### src/rtl/rrps_pkg.sv
// Shared commands, field widths and types for the round-robin poll scheduler.
package rrps_pkg;

    localparam int CMD_W   = 2;
    localparam int PID_W   = 5;
    localparam int COUNT_W = 8;
    // Shared adder width: covers a count or a probe index plus one, up to 256.
    localparam int ADD_W   = 9;

    typedef logic [CMD_W-1:0]   t_cmd;
    typedef logic [COUNT_W-1:0] t_count;
    typedef logic [ADD_W-1:0]   t_sum;

    localparam t_cmd CMD_SUBSCRIBE   = 2'd0;
    localparam t_cmd CMD_UNSUBSCRIBE = 2'd1;
    localparam t_cmd CMD_POLL        = 2'd2;

    localparam t_count COUNT_MAX = 8'd255;

endpackage

### src/rtl/rrps_ram.sv
// Generic single-write, single-read RAM with registered read data.
module rrps_ram #(
    parameter int WIDTH = 8,
    parameter int DEPTH = 32
) (
    input  logic                     i_clk,
    input  logic                     i_we,
    input  logic [$clog2(DEPTH)-1:0] i_waddr,
    input  logic [WIDTH-1:0]         i_wdata,
    input  logic                     i_re,
    input  logic [$clog2(DEPTH)-1:0] i_raddr,
    output logic [WIDTH-1:0]         o_rdata
);

    logic [WIDTH-1:0] r_mem [DEPTH];
    logic [WIDTH-1:0] r_rdata;

    always_ff @(posedge i_clk) begin
        if (i_we) begin
            r_mem[i_waddr] <= i_wdata;
        end
        if (i_re) begin
            r_rdata <= r_mem[i_raddr];
        end
    end

    assign o_rdata = r_rdata;

endmodule

### src/rtl/refcounted_round_robin_poll_scheduler.sv
// Subscriber counts per poll identifier with a round-robin poll grant, one result word per input word.
// Subscribe and unsubscribe words pass from acceptance through the count RAM read, the update and
// write back, and the output load; a bad command or an identifier out of range goes straight to
// the output load. A poll probes up to PID_COUNT identifiers, one per cycle through the nonzero-flag
// vector, and then loads the output. One 9-bit adder does the poll start step from the last grant,
// the count step and the probe increment. The input side is ready only while the sequencer is
// idle; a finished word can wait in the output register while the next input word is taken.
// Counts live in a RAM; a per-identifier nonzero flag cleared by reset makes every count read
// as zero after reset, so no clearing pass is needed.
module refcounted_round_robin_poll_scheduler
    import rrps_pkg::*;
#(
    parameter int PID_COUNT = 32
) (
    input  logic             i_clk,
    input  logic             i_rst_n,
    input  logic             i_valid,
    output logic             o_ready,
    input  logic [CMD_W-1:0] i_cmd,
    input  logic [PID_W-1:0] i_pid_index,
    output logic             o_valid,
    input  logic             i_ready,
    output logic             o_grant_valid,
    output logic [PID_W-1:0] o_grant_index,
    output logic             o_edge_change,
    output logic             o_count_error
);

    localparam int IW = $clog2(PID_COUNT);
    localparam int LW = $clog2(PID_COUNT + 1);
    localparam logic [LW-1:0] LAST_NONE = LW'(PID_COUNT);
    localparam t_sum          PID_LIMIT = ADD_W'(PID_COUNT);
    localparam logic [IW-1:0] STEP_LAST = IW'(PID_COUNT - 1);

    localparam logic [2:0] S_IDLE = 3'd0;
    localparam logic [2:0] S_READ = 3'd1;
    localparam logic [2:0] S_SCAN = 3'd2;
    localparam logic [2:0] S_PUSH = 3'd3;

    logic [2:0]           r_state, n_state;
    t_cmd                 r_cmd, n_cmd;
    logic [IW-1:0]        r_addr, n_addr;
    logic [IW-1:0]        r_probe, n_probe;
    logic [IW-1:0]        r_step, n_step;
    logic [LW-1:0]        r_last, n_last;
    logic [PID_COUNT-1:0] r_nz, n_nz;

    logic                 r_res_gv, n_res_gv;
    logic [PID_W-1:0]     r_res_gi, n_res_gi;
    logic                 r_res_edge, n_res_edge;
    logic                 r_res_err, n_res_err;

    logic                 r_o_valid, n_o_valid;
    logic                 r_o_gv;
    logic [PID_W-1:0]     r_o_gi;
    logic                 r_o_edge;
    logic                 r_o_err;
    logic                 w_load_out;

    logic                 w_accept;
    t_sum                 w_idx_ext;
    logic                 w_idx_ok;
    t_sum                 w_add_a;
    t_sum                 w_add_b;
    t_sum                 w_sum;
    logic                 w_wrap;
    t_count               w_rdata;
    t_count               w_count;
    logic                 w_sat;
    logic                 w_we;
    t_sum                 w_probe_ext;

    assign o_ready   = (r_state == S_IDLE);
    assign w_accept  = i_valid && o_ready;
    assign w_idx_ext = ADD_W'(i_pid_index);
    assign w_idx_ok  = (w_idx_ext < PID_LIMIT);

    // current count: zero until the entry has been written nonzero
    assign w_count = r_nz[r_addr] ? w_rdata : '0;
    assign w_sat   = (r_cmd == CMD_SUBSCRIBE) ? (w_count == COUNT_MAX) : (w_count == '0);
    assign w_we    = (r_state == S_READ) && !w_sat;

    // shared adder: last grant + 1 at poll start, count +/- 1, probe + 1 during scan
    always_comb begin
        unique case (r_state)
            S_IDLE:  w_add_a = ADD_W'(r_last);
            S_READ:  w_add_a = ADD_W'(w_count);
            S_SCAN:  w_add_a = ADD_W'(r_probe);
            default: w_add_a = '0;
        endcase
    end
    assign w_add_b = ((r_state == S_READ) && (r_cmd == CMD_UNSUBSCRIBE)) ? '1 : t_sum'(1);
    assign w_sum   = w_add_a + w_add_b;
    assign w_wrap  = (w_sum >= PID_LIMIT);
    assign w_probe_ext = ADD_W'(r_probe);

    rrps_ram #(
        .WIDTH (COUNT_W),
        .DEPTH (PID_COUNT)
    ) u_count_ram (
        .i_clk   (i_clk),
        .i_we    (w_we),
        .i_waddr (r_addr),
        .i_wdata (w_sum[COUNT_W-1:0]),
        .i_re    (w_accept),
        .i_raddr (w_idx_ext[IW-1:0]),
        .o_rdata (w_rdata)
    );

    assign w_load_out = (r_state == S_PUSH) && (!r_o_valid || i_ready);

    always_comb begin
        n_state    = r_state;
        n_cmd      = r_cmd;
        n_addr     = r_addr;
        n_probe    = r_probe;
        n_step     = r_step;
        n_last     = r_last;
        n_nz       = r_nz;
        n_res_gv   = r_res_gv;
        n_res_gi   = r_res_gi;
        n_res_edge = r_res_edge;
        n_res_err  = r_res_err;

        unique case (r_state)
            S_IDLE: begin
                if (w_accept) begin
                    n_cmd      = i_cmd;
                    n_addr     = w_idx_ext[IW-1:0];
                    n_step     = '0;
                    n_res_gv   = 1'b0;
                    n_res_gi   = '0;
                    n_res_edge = 1'b0;
                    n_res_err  = 1'b0;
                    if (i_cmd == CMD_POLL) begin
                        // from none the scan begins at identifier 1
                        if (r_last == LAST_NONE) begin
                            n_probe = IW'(1);
                        end else if (w_wrap) begin
                            n_probe = '0;
                        end else begin
                            n_probe = w_sum[IW-1:0];
                        end
                        n_state = S_SCAN;
                    end else if ((i_cmd == CMD_SUBSCRIBE || i_cmd == CMD_UNSUBSCRIBE)
                                 && w_idx_ok) begin
                        n_state = S_READ;
                    end else begin
                        n_state = S_PUSH;
                    end
                end
            end
            S_READ: begin
                n_res_err = w_sat;
                if (!w_sat) begin
                    n_nz[r_addr] = (w_sum[COUNT_W-1:0] != '0);
                    n_res_edge   = (r_cmd == CMD_SUBSCRIBE) ? (w_count == '0)
                                                            : (w_count == t_count'(1));
                end
                n_state = S_PUSH;
            end
            S_SCAN: begin
                if (r_nz[r_probe]) begin
                    n_last   = LW'(r_probe);
                    n_res_gv = 1'b1;
                    n_res_gi = w_probe_ext[PID_W-1:0];
                    n_state  = S_PUSH;
                end else if (r_step == STEP_LAST) begin
                    n_last  = LAST_NONE;
                    n_state = S_PUSH;
                end else begin
                    n_probe = w_wrap ? '0 : w_sum[IW-1:0];
                    n_step  = r_step + IW'(1);
                end
            end
            S_PUSH: begin
                if (w_load_out) begin
                    n_state = S_IDLE;
                end
            end
            default: n_state = S_IDLE;
        endcase
    end

    always_comb begin
        n_o_valid = r_o_valid;
        if (w_load_out) begin
            n_o_valid = 1'b1;
        end else if (i_ready) begin
            n_o_valid = 1'b0;
        end
    end

    always_ff @(posedge i_clk) begin
        if (!i_rst_n) begin
            r_state   <= S_IDLE;
            r_last    <= LAST_NONE;
            r_nz      <= '0;
            r_o_valid <= 1'b0;
        end else begin
            r_state   <= n_state;
            r_last    <= n_last;
            r_nz      <= n_nz;
            r_o_valid <= n_o_valid;
        end
    end

    always_ff @(posedge i_clk) begin
        r_cmd      <= n_cmd;
        r_addr     <= n_addr;
        r_probe    <= n_probe;
        r_step     <= n_step;
        r_res_gv   <= n_res_gv;
        r_res_gi   <= n_res_gi;
        r_res_edge <= n_res_edge;
        r_res_err  <= n_res_err;
        if (w_load_out) begin
            r_o_gv   <= r_res_gv;
            r_o_gi   <= r_res_gi;
            r_o_edge <= r_res_edge;
            r_o_err  <= r_res_err;
        end
    end

    assign o_valid       = r_o_valid;
    assign o_grant_valid = r_o_gv;
    assign o_grant_index = r_o_gi;
    assign o_edge_change = r_o_edge;
    assign o_count_error = r_o_err;

endmodule
### config.mk
export PLATFORM = sky130hd
export DESIGN_NAME = refcounted_round_robin_poll_scheduler
export DESIGN_NICKNAME = d
export VERILOG_FILES = /design/src/rtl/rrps_pkg.sv /design/src/rtl/rrps_ram.sv /design/src/rtl/refcounted_round_robin_poll_scheduler.sv
export SDC_FILE = /design/constraint.sdc
export NUM_CORES = 1
export LEC_CHECK = 0
export BUFFER_PORTS_ARGS = -buffer_cell sky130_fd_sc_hd__buf_2
export CORE_ASPECT_RATIO = 0.6
export CORE_MARGIN = 3
export CORE_UTILIZATION = 35
export DETAILED_ROUTE_END_ITERATION = 7
export SYNTH_ARGS = -nofsm -noshare
export SYNTH_HDL_FRONTEND = slang
export SYNTH_SLANG_ARGS = --single-unit
### constraint.sdc
create_clock -name i_clk -period 5.3 [get_ports i_clk]
set_input_delay 0.265 -clock i_clk [delete_from_list [all_inputs] [get_ports i_clk]]
set_output_delay 0.265 -clock i_clk [all_outputs]
set_load 0.03 [all_outputs]
==> results.cfg <==
[global_route]
grt_pass1_wl_um = 50300
grt_pass1_vias = 7494
grt_max_degree = 52
grt.overflow.total = 0
antenna_found_initial = 1
grt.total_usage_pct = 15.5

[timing]
layout_min_cycle_time_ns = 4.85
final_hold_viol_count = 0
slew_headroom_pct = 10.3
grt_setup_unrepaired = no
fin_tns_setup_ns = 0
final.setup_skew_ns = 0.00932
worstMarginPinSlew_ns = 1.34
max_freq_mhz = 206
period_share_pct = 91.5
setup_viol = 0
finalMaxSlewViolations = 0

[clock_network]
cts_root_buf = clkbuf_16
path_clk_slew_ns = 0.07
cts_setup_buffers = 0
htreeDepth = 1
cts_made_buffers = 28
cts_buffer_depth = 3
ctsHoldBuffers = 2
cts.sinks = 338
cts-resized-gates = 0
cts_tree = built
insertion_delay_ns = 0.55

[routing]
wirelength_um = 33400
drt_pass1_iterations = 5
vias_per_cell = 5.63
post-route-drc-count = 0
drt_iter0_drc = 989
vias = 7785
antenna_left = 0
wl_per_cell_um = 24.1

[setup_path]
r2r_setup_slack_ns = 0.45
crit_fanout = 20
path_class = reg -> reg
r2r_end = r_nz[9]$_SDFFE_PN0P_
startpoint_type = flip-flop
required_ns = 5.71
crit_start = r_addr[1]$_DFFE_PP_
reg2regPathDepth = 15
worstSetupEndpointType = flip-flop
r2r_start = r_addr[1]$_DFFE_PP_
worstSetupEndpoint = r_nz[9]$_SDFFE_PN0P_
arrival_ns = 5.26

[floorplan]
dieArea_um2 = 43700
die_w_um = 268
ios = 21
start_util_pct = 36.2
core-area_um2 = 39800
die_y_um = 163
num_rows = 56

[cells_and_area]
n_fill_cell = 3572
antenna_cells = 0
fin_nets = 866
area_growth_pct = 11.2
fin_cells = 1384
final_layout_size_suffix_gt1_share_pct = 22.4

[synthesis]
synth_largest_area_cell = edfxtp_1
ys_types = 58
ys_warn_count = 0
seq_area_frac_synth_pct = 67.6
synth_edf_count = 297
synth_top_area_share_pct = 61.9
async_flop_share_pct = 0
synth_flop_cell = edfxtp_1
syn_nets = 852
avgSynthCellArea_um2 = 17.4
ys_ff_latch = 338
syn-cell-area_um2 = 14400
yosys-top-cells-area = edfxtp_1, mux4_2, dfxtp_1, nor2_1, ha_1
syn_inst = 826

[power_and_ir_drop]
p_per_area_nw_per_um2 = 437
power_uw = 7010
p_leak_uw = 0.00517
ir_worst_vdd_mv = 0.284

[place]
dp_hpwl_um = 22100
placed_cells = 1330
finalWeightedCongestion = 0.896
io_buffers = 20

[hold_path]
hold_class = in -> reg

[run_status]
outcome = completed

[job]
drv_cap = 0
[synthesized netlist by cell type, drive strengths merged, types with 2 or more instances]
library cell and number:
mux2i 17, o21a 3, o311a 16, nand2 18, o21ai 11, inv 22
xnor2 4, nand3 18, nand4 8, nor2 52, dfxtp 41, nor4 2
nand3b 5, ha 14, or3b 3, and2 12, nand2b 5, clkbuf 27
xor2 4, o211ai 17, nand4b 3, or3 4, a211oi 2, mux2 8
o21bai 16, o31ai 16, and3 6, a31oi 4, o221ai 4, a21o 4
nor2b 9, a21oi 14, and4 2, o22ai 10, or2 2, a22oi 2
buf 27, mux4 90, edfxtp 297
[worst max-delay path, stage by stage, from the launching register on]
cell and delay, ns:
edfxtp_1 1.00, mux2i_1 0.34, o221ai_2 0.16, a22oi_4 0.26
nand3_4 0.17, nand2_1 0.21, o22ai_1 0.14, fa_1 0.44
a21o_1 0.19, a21oi_1 0.21, nor2_1 0.08, a211oi_1 0.35
xnor2_2 0.10, nor2_1 0.22, and4_1 0.65, o31ai_1 0.15
[final cells by class]
class / count / area [um2] / share of cell area [%]
multi-input cells: 412 / 4340 / 27.1
clock inverters: 13 / 176 / 1.10
repair buffers: 38 / 255 / 1.59
clock buffers: 39 / 773 / 4.83
flip-flops and latches: 338 / 9740 / 60.8
well taps: 522 / 653 / 4.08
inverters: 22 / 82.6 / 0.515
[power by group]
group          internal [uW]  switching [uW]
Sequential              3420            98.0
Clock                   1220             941
Combinational            362             968
Total                   5000            2010
[per-layer routing]
layer	track usage [%]	vias to the layer above	wire length [um]
met3	4.38	37	2860
met2	20.3	274	13200
met5	0	-	0
li1	-	3380	-
met1	25.7	4094	17000
met4	1.83	0	382
[worst min-delay path by stage]
stage                     slack, ns                     start                      end  depth (start not counted)
after floorplan                0.36            i_pid_index[0]      r_addr[0]$_DFFE_PP_                          0
after global placement         0.41  r_res_edge$_SDFFCE_PN0P_  o_edge_change$_DFFE_PP_                          0
after detailed placement       0.40   r_res_err$_SDFFCE_PN0P_  o_count_error$_DFFE_PP_                          0
after CTS                      0.03                   i_ready     o_valid$_SDFFE_PN0P_                          3
after global routing           0.05            i_pid_index[4]      r_addr[4]$_DFFE_PP_                          1
final                          0.05                   i_ready     o_valid$_SDFFE_PN0P_                          3
[logic make-up (layout without fill, tap and decap cells)]
logic type               after synthesis  after routing  synth area share [%]
flip-flops                           338            338                  67.6
AO/OA/AOI/OAI                        123            123                  6.66
multiplexers                         115            115                  15.9
XOR/XNOR                               8              8                 0.539
adder cells (fa/ha/maj)               15             15                  1.36
buffers and inverters                 76            112                  2.29
AND/OR/NAND/NOR                      151            151                  5.65
[flip-flops by register name, indices dropped and copies added, names as in the netlist]
register             flops
u_count_ram.r_mem      256
r_res_gi                 5
r_addr                   5
r_res_err                1
r_cmd                    2
r_probe                  5
r_nz                    32
u_count_ram.o_rdata      8
r_res_edge               1
r_step                   5
o_grant_index            5
o_grant_valid            1
o_count_error            1
o_edge_change            1
r_res_gv                 1
r_state                  2
r_last                   6
o_valid                  1
[placed cells by master (no fill, tap or decap), types with 17 or more instances in the layout]
cell type	synthesis	final
mux2i_1	17	17
clkbuf_16	0	29
dfxtp_1	41	41
nand3_1	17	17
edfxtp_1	297	297
buf_2	6	19
mux4_2	90	90
nand2_1	18	18
nor2_1	52	52
inv_1	22	22
o211ai_1	17	17
[per-stage QoR]
step	utilization [%]	hold WS [ns]	setup slack [ns]	instance area (um2)
2_1_floorplan	-	0.364	0.907	14400
6_report	40.3	0.0539	0.453	16000
5_1_grt	40.3	0.0538	0.0845	16000
3_5_place_dp	37.8	0.405	0.489	15100
4_1_cts	40.3	0.0292	0.465	16000
3_3_place_gp	37.8	0.407	0.626	15100
Note: power is estimated with default switching activity, not from simulation.
